$ cat config.mk
export PLATFORM = sky130hd
export DESIGN_NAME = svna_ctrl
export DESIGN_NICKNAME = d
export VERILOG_FILES = /design/src/sv/svna_pkg.sv /design/src/sv/svna_ctrl.sv
export SDC_FILE = /design/constraint.sdc
export NUM_CORES = 1
export LEC_CHECK = 0
export BUFFER_PORTS_ARGS = -buffer_cell sky130_fd_sc_hd__buf_2
export CAP_MARGIN = 0
export CELL_PAD_IN_SITES_DETAIL_PLACEMENT = 0
export CELL_PAD_IN_SITES_GLOBAL_PLACEMENT = 1
export CORE_MARGIN = 1
export CORE_UTILIZATION = 37
export DETAILED_ROUTE_END_ITERATION = 10
export PLACE_DENSITY = 0.75
export SYNTH_ARGS = -nofsm -noshare
export SYNTH_HDL_FRONTEND = slang
export SYNTH_SLANG_ARGS = --single-unit
$ cat constraint.sdc
create_clock -name clock -period 1.69 [get_ports clock]
set_input_delay 0 -clock clock [delete_from_list [all_inputs] [get_ports clock]]
set_output_delay 0 -clock clock [all_outputs]
set_load 0.02 [all_outputs]
$ cat src/sv/svna_pkg.sv
// svna_pkg: shared types, codes and defaults for the smooth vertex normal accumulator.
// Used by svna_ctrl, svna_dp, the top level and the testbench; depends on nothing.
package svna_pkg;

   localparam int MAX_VERTICES_DEF = 4096;
   localparam int COORD_BITS_DEF   = 16;
   localparam int SUM_BITS_DEF     = 24;
   localparam int IDX_W            = 12;
   localparam int FIELD_W          = 16;

   typedef enum logic [1:0] {
      CMD_LOAD  = 2'd0,
      CMD_TRI   = 2'd1,
      CMD_READ  = 2'd2,
      CMD_CLEAR = 2'd3
   } cmd_type;

   typedef struct packed {
      cmd_type                    command;
      logic [IDX_W-1:0]           vert_idx;
      logic signed [FIELD_W-1:0]  pos_x;
      logic signed [FIELD_W-1:0]  pos_y;
      logic signed [FIELD_W-1:0]  pos_z;
      logic [IDX_W-1:0]           corner_a;
      logic [IDX_W-1:0]           corner_b;
      logic [IDX_W-1:0]           corner_c;
   } req_type;

   typedef struct packed {
      logic signed [FIELD_W-1:0]  normal_x;
      logic signed [FIELD_W-1:0]  normal_y;
      logic signed [FIELD_W-1:0]  normal_z;
      logic                       touched;
   } rsp_type;

   typedef enum logic [4:0] {
      OP_NONE, OP_CLR, OP_LOAD, OP_POS_WR, OP_POS_RD, OP_EDGE, OP_MUL, OP_ABS,
      OP_SHR, OP_SHL, OP_ZERO_N, OP_SQ, OP_ROOT, OP_DIV_INIT, OP_DIV, OP_DIV_END,
      OP_ACC_RD, OP_ACC_WR, OP_RD_RD, OP_SUM_LOAD, OP_ZERO_OUT, OP_PUSH
   } op_type;

   typedef enum logic [3:0] {
      S_CLEAR, S_IDLE, S_DECODE, S_TRI_RD, S_EDGE, S_CROSS, S_ABS, S_NORM, S_SQ,
      S_ROOT, S_DIV, S_ACC_RD, S_ACC_WR, S_RD_RD, S_RD_CHK, S_OUT
   } state_type;

   typedef struct packed {
      op_type      op;
      logic [1:0]  sel;
      logic [2:0]  step;
   } ctrl_type;

   typedef struct packed {
      cmd_type  cmd;
      logic     idx_ok;
      logic     tri_ok;
      logic     touched;
      logic     zero;
      logic     too_big;
      logic     too_small;
      logic     clr_last;
   } status_type;

endpackage

$ cat src/sv/svna_ctrl.sv
// svna_ctrl: sequencer for load, triangle, read and clear commands.
// Depends on svna_pkg; drives the datapath through ctrl_type, reads status_type.
module svna_ctrl import svna_pkg::*; (
   input  logic       clock,
   input  logic       reset,
   input  logic       req_valid,
   output logic       req_stall,
   output logic       rsp_valid,
   input  logic       rsp_stall,
   input  status_type status,
   output ctrl_type   ctrl
);
   state_type  state_ff, state_in;
   logic [4:0] cnt_ff, cnt_in;
   logic [1:0] k_ff, k_in;
   logic       rsp_valid_ff, rsp_valid_in;
   logic       can_push;
   state_type  done_state;

   assign can_push   = !rsp_valid_ff || !rsp_stall;
   assign done_state = (status.cmd == CMD_TRI) ? S_ACC_RD : S_OUT;

   always_comb begin
      state_in = state_ff;
      cnt_in   = cnt_ff;
      k_in     = k_ff;
      unique case (state_ff)
         S_CLEAR: begin
            if (status.clr_last) state_in = S_IDLE;
         end
         S_IDLE: begin
            if (req_valid) state_in = S_DECODE;
         end
         S_DECODE: begin
            cnt_in = '0;
            unique case (status.cmd)
               CMD_LOAD:  state_in = S_IDLE;
               CMD_TRI:   state_in = status.tri_ok ? S_TRI_RD : S_IDLE;
               CMD_READ:  state_in = S_RD_RD;
               CMD_CLEAR: state_in = S_CLEAR;
               default:   state_in = S_IDLE;
            endcase
         end
         S_TRI_RD: begin
            cnt_in = cnt_ff + 5'd1;
            if (cnt_ff == 5'd3) begin
               state_in = S_EDGE;
               cnt_in   = '0;
            end
         end
         S_EDGE: state_in = S_CROSS;
         S_CROSS: begin
            cnt_in = cnt_ff + 5'd1;
            if (cnt_ff == 5'd6) begin
               state_in = S_ABS;
               cnt_in   = '0;
            end
         end
         S_ABS: state_in = S_NORM;
         S_NORM: begin
            cnt_in = '0;
            k_in   = '0;
            if (status.zero) state_in = done_state;
            else if (!status.too_big && !status.too_small) state_in = S_SQ;
         end
         S_SQ: begin
            cnt_in = cnt_ff + 5'd1;
            if (cnt_ff == 5'd3) begin
               state_in = S_ROOT;
               cnt_in   = '0;
            end
         end
         S_ROOT: begin
            cnt_in = cnt_ff + 5'd1;
            if (cnt_ff == 5'd30) begin
               state_in = S_DIV;
               cnt_in   = '0;
               k_in     = '0;
            end
         end
         S_DIV: begin
            cnt_in = cnt_ff + 5'd1;
            if (cnt_ff == 5'd16) begin
               cnt_in = '0;
               if (k_ff == 2'd2) begin
                  state_in = done_state;
                  k_in     = '0;
               end else begin
                  k_in = k_ff + 2'd1;
               end
            end
         end
         S_ACC_RD: state_in = S_ACC_WR;
         S_ACC_WR: begin
            if (k_ff == 2'd2) begin
               state_in = S_IDLE;
               k_in     = '0;
            end else begin
               k_in     = k_ff + 2'd1;
               state_in = S_ACC_RD;
            end
         end
         S_RD_RD: state_in = S_RD_CHK;
         S_RD_CHK: state_in = (status.idx_ok && status.touched) ? S_ABS : S_OUT;
         S_OUT: begin
            if (can_push) state_in = S_IDLE;
         end
         default: state_in = S_IDLE;
      endcase
   end

   always_comb begin
      ctrl      = '{op: OP_NONE, sel: k_ff, step: cnt_ff[2:0]};
      req_stall = (state_ff != S_IDLE);
      unique case (state_ff)
         S_CLEAR:  ctrl.op = OP_CLR;
         S_IDLE:   ctrl.op = req_valid ? OP_LOAD : OP_NONE;
         S_DECODE: ctrl.op = (status.cmd == CMD_LOAD) ? OP_POS_WR : OP_NONE;
         S_TRI_RD: ctrl.op = OP_POS_RD;
         S_EDGE:   ctrl.op = OP_EDGE;
         S_CROSS:  ctrl.op = OP_MUL;
         S_ABS:    ctrl.op = OP_ABS;
         S_NORM: begin
            if (status.zero) ctrl.op = OP_ZERO_N;
            else if (status.too_big) ctrl.op = OP_SHR;
            else if (status.too_small) ctrl.op = OP_SHL;
            else ctrl.op = OP_NONE;
         end
         S_SQ:     ctrl.op = OP_SQ;
         S_ROOT:   ctrl.op = OP_ROOT;
         S_DIV: begin
            if (cnt_ff == 5'd0) ctrl.op = OP_DIV_INIT;
            else if (cnt_ff == 5'd16) ctrl.op = OP_DIV_END;
            else ctrl.op = OP_DIV;
         end
         S_ACC_RD: ctrl.op = OP_ACC_RD;
         S_ACC_WR: ctrl.op = OP_ACC_WR;
         S_RD_RD:  ctrl.op = OP_RD_RD;
         S_RD_CHK: ctrl.op = (status.idx_ok && status.touched) ? OP_SUM_LOAD : OP_ZERO_OUT;
         S_OUT:    ctrl.op = can_push ? OP_PUSH : OP_NONE;
         default:  ctrl.op = OP_NONE;
      endcase
   end

   always_comb begin
      rsp_valid_in = rsp_valid_ff;
      if (ctrl.op == OP_PUSH) rsp_valid_in = 1'b1;
      else if (!rsp_stall) rsp_valid_in = 1'b0;
   end

   always_ff @(posedge clock) begin
      if (reset) begin
         state_ff     <= S_CLEAR;
         cnt_ff       <= '0;
         k_ff         <= '0;
         rsp_valid_ff <= 1'b0;
      end else begin
         state_ff     <= state_in;
         cnt_ff       <= cnt_in;
         k_ff         <= k_in;
         rsp_valid_ff <= rsp_valid_in;
      end
   end

   assign rsp_valid = rsp_valid_ff;
endmodule

==> run summary, run 1 <==
At the end of routability-driven placement, the weighted congestion stood at 0.958. The largest net degree at the start of global routing came out at 20. The capturing element type of the critical path is a register.

The number of global-route vias before repair came to 1,649. The net count of the finished layout is 261. The power density relative to cell area is 505 mW/mm^2. The flip-flop and latch count after synthesis came out at 12.

The slew at the pin closest to its max-slew limit is 0.331 ns. The first global-routing pass estimated 7.47 mm of wire. The first-iteration detailed-routing DRC count is 139. The routed length per placed instance is 15.7 um.

The clock passes through at most 2 buffers. The global route total overflow is 0. Hold is met by 0.00278 ns. The count of endpoints failing hold in the final timing report is 0. The shortest clock period the worst path allows after layout came out at 1.70 ns. The maximum resistive drop on vdd is 0.486 mV.

Once detailed placement completed, the half-perimeter wirelength came to 3.50 mm. Among all flip-flop cells after synthesis, the most frequent one is dfxtp_1. The number of cell rows is 22. Counting tap cells, the placed design contains a total of 283 instances. Setup repair after global routing could not meet its margin everywhere. The leakage power figure is 0.964 nW.

After floorplanning, the core was sized to cover 0.00369 mm^2. The number of diodes is 0. The finished layout holds 292 standard cells, fillers aside.

After detailed routing, the number of vias per cell comes to 5.63. The count of different cell masters after synthesis came out at 59. The maximum fanout along the worst path came out at 9. STA classifies the critical path startpoint as a register. The CTS H-tree depth came out at 1. The clock latency on the worst-skew pair is 0.24 ns.

Synthesis handed over a netlist of 180 instances. The async set-or-reset flop fraction in the synthesized netlist came out at 0. Max-cap violations in this run came to 0. The placed standard-cell area is 0.00187 mm^2.

The pre-CTS worst setup slack is -0.117 ns. The overall track demand over capacity in global routing came out at 0.233. By startpoint and endpoint, the worst setup path is classified as register to register.

The fraction of final layout cells with drive strength greater than 1 came out at 0.508. The layout overhead on the synthesized area is 49.0%. The effective utilization at floorplan is 0.389. TritonCTS built the clock tree. The design draws 1.08 mW.

The maximum clock frequency came out at 0.587 GHz. The max-slew headroom at the worst pin came out at 0.777. The period utilization is 1.01. Measured on the finished design, the core utilization comes to 0.579. The number of enable flip-flop cells after synthesis is 0. After synthesis the cells add up to 0.00143 mm^2. For this run, the number of Yosys warnings is 0.

In the routed design, unresolved DRC markers number 0. The worst min-delay path class is input pin to register. The die outline width is 64.3 um. Input and output buffers added on the ports amount to 24.

Data on the critical path is required at its endpoint by 1.86 ns. The number of filler instances in the final layout is 339. The number of nets produced by synthesis came out at 196. The flow ran to the end, but the final reports show violations. Across the routed clock network, the largest skew measured is 0.000332 ns. Clock tree synthesis found a total of 12 sinks. The number of detailed-route iterations in the first pass came out at 4. The die height is 64.3 um. Setup violations remaining at the end of the flow were counted as 3. The total wirelength of the detailed-routed design came out at 4.59 mm. The data arrival at the endpoint of the critical path came out at 1.87 ns. The die covers 0.00413 mm^2. After clock tree synthesis, the clock-pin slew on the worst setup and hold paths is 0.05 ns. The cts-stage hold buffer count is 0.

The post-synthesis average cell area came out at 7.97 um^2. The worst path setup slack after routing came out at -0.0145 ns. The final reports fail on setup timing. The final count of pins violating max slew came out at 0.

The initial antenna violation count is 0. The antenna violation net count after detailed routing is 0. The finished layout cell area came out at 0.00214 mm^2. The total clock buffers created by CTS came out at 3. Summed over all failing endpoints, the final setup total negative slack is -0.0311 ns. The detailed router placed 1,645 vias in this run. The count of pins on the block boundary is 25.

The tree is rooted in a clkbuf_8. The sequential fraction of the synthesis area came out at 0.168.
cells in the final DEF, fill, tap and decap left out, types with 4 or more instances in the layout:
| master | synthesis | layout |
|---|---|---|
| buf_2 | 4 | 21 |
| inv_1 | 7 | 5 |
| mux2i_1 | 4 | 4 |
| dfxtp_1 | 12 | 5 |
| o21ai_0 | 11 | 7 |
| clkbuf_8 | 0 | 4 |
| nor2_1 | 13 | 13 |
| buf_4 | 6 | 46 |
| nand2_1 | 19 | 18 |
| dfxtp_4 | 0 | 6 |
| nand2b_1 | 5 | 4 |
| buf_6 | 5 | 7 |
| a21oi_1 | 12 | 9 |
critical path, cell delays in order (launching register included):
cell and delay [ns]:
dfxtp_4 0.37, buf_8 0.15, buf_4 0.14, nor2b_1 0.14
buf_4 0.14, a21oi_2 0.12, o22ai_2 0.12, or3_1 0.33
a21oi_1 0.13
cell usage after synthesis (2+ instances only):
cell	n	area share
nand2b_1	5	0.022
buf_2	4	0.014
buf_4	6	0.031
a311o_1	2	0.014
a21oi_1	12	0.042
nor2b_1	3	0.013
nor4_4	2	0.030
nand2_1	19	0.050
dfxtp_1	12	0.17
xnor2_1	2	0.012
nand3_1	4	0.014
o22ai_1	4	0.017
nor2_1	13	0.034
a22o_1	2	0.012
buf_6	5	0.039
a21o_1	3	0.016
nor3_1	5	0.017
and4bb_2	2	0.017
or3_1	2	0.0087
a31oi_1	2	0.0087
o211a_1	3	0.021
or4_1	2	0.010
or4b_4	2	0.019
inv_1	7	0.018
xor2_1	3	0.018
nand4_1	3	0.013
o221ai_1	2	0.012
a211oi_1	2	0.010
ha_1	3	0.026
nor3b_1	2	0.010
mux2i_1	4	0.028
o21ai_0	11	0.038
state kept, by name, summed over array words and instances, names as in the netlist:
signal and flops:
cnt_ff 5, state_ff 4, k_ff 2, rsp_valid 1
metal layers:
metal / wire length (um) / global-route usage / part of all wire
met3: 120 / 0.0214 / 0.026
met5: 0 / 0 / 0
met4: 100 / 0.100 / 0.022
met2: 2370 / 0.424 / 0.52
met1: 1990 / 0.275 / 0.43
layout make-up:
class	count	area, um^2	area share
multi-input combinational	144	1160	0.543
sequential	12	264	0.124
clock buffer	4	55.1	0.0258
inverter	8	32.5	0.0152
tap	48	60.1	0.0281
timing repair buffer	76	564	0.264
report_power, final:
part	switching [mW]	leakage (nW)	internal, mW	total [mW]
clock network	0.110	0.0288	0.206	0.316
logic	0.222	0.833	0.228	0.450
registers	0.0223	0.102	0.291	0.314
what timing repair did:
action / 4_1_cts / 5_1_grt
buffers inserted: 4 / 1
endpoints found under the setup margin: 14 / 14
gates resized for setup: 36 / 18
pin swaps: 7 / 7
path summary, 6_finish.rpt:
check	to	startpoint	depth (start not counted)	slack [ns]
setup / recovery	cnt_ff[1]$_SDFFE_PP0P_	state_ff[3]$_SDFFE_PP0P_	8	-0.01
setup reg to reg	cnt_ff[1]$_SDFFE_PP0P_	state_ff[3]$_SDFFE_PP0P_	8	-0.01
hold / removal	cnt_ff[4]$_SDFFE_PP0P_	reset	2	0.003
hold reg to reg	k_ff[1]$_SDFFE_PP0P_	k_ff[1]$_SDFFE_PP0P_	2	0.58
cell families (layout without fill, tap and decap cells):
group | count (synthesis) | in the layout | share of synthesized area
and+or+nand+nor | 76 | 76 | 0.343
adders and majority gates | 3 | 3 | 0.0262
xor gates and xnor gates | 5 | 5 | 0.0305
DFF | 12 | 12 | 0.168
AOI/OAI and AO/OA | 55 | 55 | 0.281
muxes | 5 | 5 | 0.0436
buffers and inverters | 24 | 88 | 0.108
No activity file was read; power rests on OpenSTA's default activity.
==> run 2, diff against run 1 <==
CAP_MARGIN = 20   (was 0)
CELL_PAD_IN_SITES_DETAIL_PLACEMENT = default   (was 0)
CELL_PAD_IN_SITES_GLOBAL_PLACEMENT = default   (was 1)
CORE_UTILIZATION = 49   (was 37)
PLACE_DENSITY = 0.73   (was 0.75)
==> run summary, run 2 (synthesis gave the netlist of run 1 again) <==
The worst-case hold slack came to 0.173 ns (+0.170 ns). The met2 layer usage reported by global route is 0.551 (+0.127). The number of detailed-route iterations in the first pass is 7 (+3). Ranked by flip-flop count, first place goes to cnt_ff.

Setup repair after global routing could not meet its margin everywhere. STA classifies the critical path endpoint as an output pin. The number of endpoints failing setup at the final stage came out at 14 (+11). The via count is 1,905 (+16%).

The CTS H-tree depth is 1 (unchanged). The die height is 56.1 um (-13%). The cell count after placement is 256 (-9.5%). The maximum fanout along the worst path is 6 (-3). The critical path required time is 1.69 ns (-0.17 ns). The clock latency on the worst-skew pair came out at 0.30 ns (+0.06 ns). The shortest clock period the worst path allows after layout is 1.88 ns (+0.175 ns). The setup TNS is -1.30 ns (-1.27 ns). The routability congestion estimate from global placement is 0.926 (-3.3%).

The number of port buffers is 24 (unchanged). The worst path setup slack after routing is -0.189 ns (-0.175 ns). The data arrival at the endpoint of the critical path came out at 1.88 ns (about the same).

The global routing met1 resource utilization came out at 0.380 (+0.105). The max-slew headroom at the worst pin came to 0.666 (-0.111). TritonCTS built the clock tree. The global route total overflow is 0 (unchanged). The final HPWL from detailed placement came out at 3.25 mm (-7.2%).

The initial antenna violation count is 0 (unchanged). The final count of pins violating max slew came out at 0 (unchanged). The number of global-route vias before repair was 1,684 (+2.1%). The maximum clock frequency is 0.532 GHz (-9.3%).

The number of design rule violations left after detail routing came out at 0 (unchanged). The final core utilization is 0.820 (+0.241). The clock skew came out at 0.0150 ns (+0.0146 ns). In this run the most used layer during global routing was met2.

The routed length per placed instance came out at 22.0 um (+40%). The core footprint came out at 0.00276 mm^2 (-25%). The number of buffers and inverters on the critical path is 5 (+2). The number of buffers between clock root and the deepest sink is 2 (unchanged). The most numerous cell type found on the critical path is buf_6.

The number of max-capacitance violations reported is 0 (unchanged). The post-layout instance count excluding filler cells is 284 (-2.7%). The per-cell via count in the routed design came out at 6.71 (+19%). The clock transition at the register clock pins on the worst setup and hold paths after CTS is 0.10 ns (+0.05 ns). The slew at the pin closest to its max-slew limit came out at 0.500 ns (+0.168 ns). The run finished, with violations left. The number of diodes came to 0 (unchanged). The net count reported at finish came out at 271 (+3.8%). The total clock buffers created by CTS came out at 3 (unchanged). The die outline width came out at 56.1 um (-13%). The effective utilization at floorplan came to 0.520 (+0.131). The met3 global-route usage is 0.0512 (+0.0297). The count of endpoints failing hold in the final timing report came out at 0 (unchanged). The family with the most delay on the worst path is buffers and inverters. The number of flip-flops in the largest register is 5 (unchanged). The antenna violation net count after detailed routing came to 0 (unchanged). The number of cell rows is 19 (-14%). Among all stages on the critical path, the largest delay is contributed by mux4_2. The die area is 0.00315 mm^2 (-24%). The worst setup path is of the register to output pin kind. The overall track demand over capacity in global routing came out at 0.318 (+0.0849). Walking the worst path, the cells encountered are buf_6 > buf_8 > inv_4 > buf_6 > mux4_2 > o21ai_2 > buf_6.

The worst min-delay path class is input pin to register. The fraction of final layout cells with drive strength greater than 1 came out at 0.561 (+0.0531). The largest registers in the layout are cnt_ff: 5 flops, state_ff: 4 flops, k_ff: 2 flops.

The leakage power figure came to 1.03 nW (+6.4%). The library cell used as clock root buffer is clkbuf_4. The library cell used most frequently in the layout, excluding fill and tap cells, is buf_4. The wire length of the first global-routing pass came out at 7.76 mm (+4.0%).

The final reports fail on setup timing. The layout overhead on the synthesized area came out at 57.8%. The period utilization is 1.11 (+0.103).

STA classifies the critical path startpoint as a register. The first-iteration detailed-routing DRC count came to 111 (-20%). The largest net degree at the start of global routing came out at 16 (-20%). The stage delay of the slowest cell on the critical path came out at 0.53 ns (+0.16 ns). The number of sinks handled by clock tree synthesis came out at 12 (unchanged). The total wirelength of the detailed-routed design came out at 6.24 mm (+36%).

The power density relative to cell area is 484 mW/mm^2 (-4.2%). Leaving out fill and tap cells, the most frequent cells in the layout are buf_4, buf_2, buf_6, nand2_1, nor2_1. The count of pins on the block boundary is 25 (unchanged).

The maximum resistive drop on vdd is 0.659 mV (+36%).
## run 2: layout make-up
| class | count | area [um^2] |
|---|---|---|
| Fill cell | 166 | 495 |
| Sequential cell | 12 | 263 |
| Multi-Input combinational cell | 144 | 1200 |
| Clock buffer | 3 | 22.5 |
| Tap cell | 31 | 38.8 |
| Timing Repair Buffer | 86 | 693 |
| Inverter | 8 | 41.3 |
## run 2: what timing repair did
action                     CTS  global route
pin swaps                    8            14
hold endpoints to repair     4             0
setup endpoints to repair   12            15
gates cloned                 1             1
buffers inserted             8            16
hold buffers                 1             0
gates resized for setup     39            39
## run 2: tightest hold or removal path, stage by stage
cell	delay, ns
buf_2	0.11
nand2_1	0.10
buf_4	0.16
a21oi_1	0.06
## run 2: power breakdown
part	internal [mW]	switching, mW
Combinational	0.294	0.280
Clock	0.0830	0.121
Sequential	0.290	0.0269
Total	0.667	0.428
## run 2: per-layer routing
layer / part of all wire / wire (um) / vias to the layer above
li1: - / - / 823
met1: 0.36 / 2250 / 890
met2: 0.48 / 2980 / 141
met3: 0.098 / 609 / 51
met4: 0.065 / 403 / 0
met5: 0 / 0 / -
## run 2: metrics by stage
stage	area (um^2)	worst slack [ns]	total power, mW
2_1_floorplan	1450	0.00310	0.572
3_3_place_gp	1760	-0.112	0.674
3_5_place_dp	1760	-0.148	0.690
4_1_cts	1980	-0.0775	0.911
5_1_grt	2260	-0.215	1.12
6_report	2260	-0.189	1.10
## run 2: worst paths after layout
path / from / endpoint / slack [ns] / cells after the start
hold reg to reg: k_ff[0]$_SDFFE_PP0P_ / k_ff[0]$_SDFFE_PP0P_ / 0.59 / 2
setup reg to reg: k_ff[0]$_SDFFE_PP0P_ / state_ff[1]$_SDFFE_PP0P_ / -0.18 / 5
setup / recovery: state_ff[2]$_SDFFE_PP0P_ / ctrl[7] / -0.19 / 7
hold / removal: rsp_stall / rsp_valid$_SDFFE_PP0P_ / 0.17 / 4
==> run 3, diff against run 2 <==
MAX_ROUTING_LAYER = met4   (was default)
==> run summary, run 3 (synthesis gave the netlist of run 1 again) <==
The CTS H-tree depth is 1 (unchanged). The number of endpoints failing setup at the final stage came out at 13 (-1). The power density relative to cell area was 475 mW/mm^2 (-1.9%). The number of port buffers came out at 24 (unchanged). The core footprint came out at 0.00276 mm^2 (unchanged). The number of max-capacitance violations reported is 0 (unchanged). The number of global-route vias before repair came out at 1,688 (+0.24%).

The data arrival at the endpoint of the critical path is 2.01 ns (+0.13 ns). The number of buffers and inverters on the critical path came to 0 (-5). The initial antenna violation count came out at 0 (unchanged). The total clock buffers created by CTS is 3 (unchanged). In the layout the commonest cells are buf_4, buf_2, nand2_1, buf_6, nor2_1.

The family with the most delay on the worst path is simple AND/OR/NAND/NOR gates. The final core utilization is 0.823 (+0.00227). The maximum fanout along the worst path was 6 (unchanged). The maximum resistive drop on vdd is 0.541 mV (-18%). The number of sinks handled by clock tree synthesis came to 12 (unchanged). The setup TNS came to -0.973 ns (+0.327 ns).

Walking the worst path, the cells encountered are nor2b_1 > o22ai_4 > nor4_4 > nand2_2 > o211a_1. STA classifies the critical path startpoint as a register. The clock skew is 0.00892 ns (-0.00605 ns). The number of detailed-route iterations in the first pass came out at 5 (-2). The via count came to 1,909 (+0.21%).

The die area came out at 0.00315 mm^2 (unchanged). The clock latency on the worst-skew pair is 0.29 ns (about the same). The capturing element type of the critical path is a register.

The effective utilization at floorplan was 0.520 (unchanged). The number of diodes is 0 (unchanged). The layout overhead on the synthesized area came out at 58.2%. The net count reported at finish came out at 271 (unchanged). The maximum clock frequency is 0.549 GHz (+3.2%).

In this run the clock root is driven by a clkbuf_4. The number of design rule violations left after detail routing was 0 (unchanged). The routability congestion estimate from global placement is 0.942 (+1.8%). The critical path required time came to 1.88 ns (+0.19 ns). The slew at the pin closest to its max-slew limit is 0.475 ns (-0.0245 ns).

The count of pins on the block boundary is 25 (unchanged). The worst-case hold slack is 0.157 ns (-0.0154 ns). The die height was 56.1 um (unchanged). The count of endpoints failing hold in the final timing report is 0 (unchanged).

The worst path setup slack after routing came out at -0.132 ns (+0.0575 ns). The global route total overflow came to 0 (unchanged). The die outline width was 56.1 um (unchanged).

The overall track demand over capacity in global routing came out at 0.327 (+0.00839). The most flop-heavy register is cnt_ff. The clock transition at the register clock pins on the worst setup and hold paths after CTS came out at 0.08 ns (-0.02 ns). The final HPWL from detailed placement is 3.25 mm (unchanged). The first-iteration detailed-routing DRC count was 148 (+33%).

The run finished, with violations left. The antenna violation net count after detailed routing came out at 0 (unchanged). The final reports fail on setup timing. The stage delay of the slowest cell on the critical path came out at 0.46 ns (-0.07 ns). The tightest min-delay check is of the input pin to register type. In the final layout, the registers with the most flip-flops are cnt_ff: 5 flops, state_ff: 4 flops, k_ff: 2 flops. The fraction of final layout cells with drive strength greater than 1 came out at 0.565 (+0.00395).

The period utilization is 1.08 (-0.0340). The routed length per placed instance came to 21.1 um (-4.0%). The number of cell rows came out at 19 (unchanged). The TritonCTS clock tree is done. The cell with the biggest individual delay on the critical path is nor4_4.

The setup path with the least slack is of type register to register. Setup repair after global routing could not meet its margin everywhere. The total wirelength of the detailed-routed design is 5.99 mm (-4.0%). The wire length of the first global-routing pass came out at 7.76 mm (about the same). The leakage power figure came out at 1.03 nW (about the same).

The per-cell via count in the routed design is 6.72 (+0.21%). The number of buffers between clock root and the deepest sink is 2 (unchanged). The max-slew headroom at the worst pin was 0.681 (+0.0146). The largest net degree at the start of global routing is 16 (unchanged). The final count of pins violating max slew came out at 0 (unchanged).

The number of flip-flops in the largest register came out at 5 (unchanged). The shortest clock period the worst path allows after layout came out at 1.82 ns (-0.0575 ns). The library cell used most frequently in the layout, excluding fill and tap cells, is buf_4.
run 3: layer usage:
layer | track usage | share of wire | wire length (um) | vias to the layer above
met3 | 0.0512 | 0.11 | 647 | 41
met5 | - | 0 | 0 | -
met2 | 0.554 | 0.48 | 2860 | 157
li1 | - | - | - | 819
met4 | 0.153 | 0.052 | 310 | 0
met1 | 0.375 | 0.36 | 2180 | 892
run 3: cell type report:
type	count	area, um^2
tap	31	38.8
timing repair buffer	86	682
clock buffer	3	22.5
multi-input combinational	144	1220
inverter	8	41.3
fill	163	489
sequential	12	260
run 3: power breakdown:
group          internal (mW)  leakage [nW]  switching (mW)
clock                 0.0830        0.0138           0.108
combinational          0.290         0.910           0.279
sequential             0.291         0.101          0.0264
run 3: what timing repair did:
item | CTS | global route
gates cloned | 1 | 1
hold endpoints to repair | 4 | 0
hold buffers | 1 | 0
pin swaps | 8 | 16
resized for setup | 39 | 40
endpoints found under the setup margin | 12 | 15
setup buffers | 8 | 17
run 3: through the flow:
stage                     setup slack (ns)  total power, mW  instances  cell area [um^2]
after floorplan                    0.00310            0.572        180              1450
after global placement              -0.112            0.674        256              1760
after detailed placement            -0.148            0.690        256              1760
after CTS                          -0.0775            0.911        269              1980
after global routing                -0.211             1.12        284              2270
final                               -0.132             1.08        284              2270
run 3: final timing paths:
| check | endpoint | slack (ns) | cells past startpoint | from |
|---|---|---|---|---|
| setup / recovery | state_ff[0]$_SDFFE_PP0P_ | -0.13 | 5 | k_ff[0]$_SDFFE_PP0P_ |
| hold / removal | state_ff[1]$_SDFFE_PP0P_ | 0.16 | 4 | status[5] |
| setup reg to reg | state_ff[0]$_SDFFE_PP0P_ | -0.13 | 5 | k_ff[0]$_SDFFE_PP0P_ |
| hold reg to reg | k_ff[0]$_SDFFE_PP0P_ | 0.59 | 2 | k_ff[0]$_SDFFE_PP0P_ |
run 3: worst min-delay path, cell delays in order:
cell and delay [ns]:
buf_2 0.07, a31oi_1 0.08, nand2_1 0.08, a41o_1 0.18
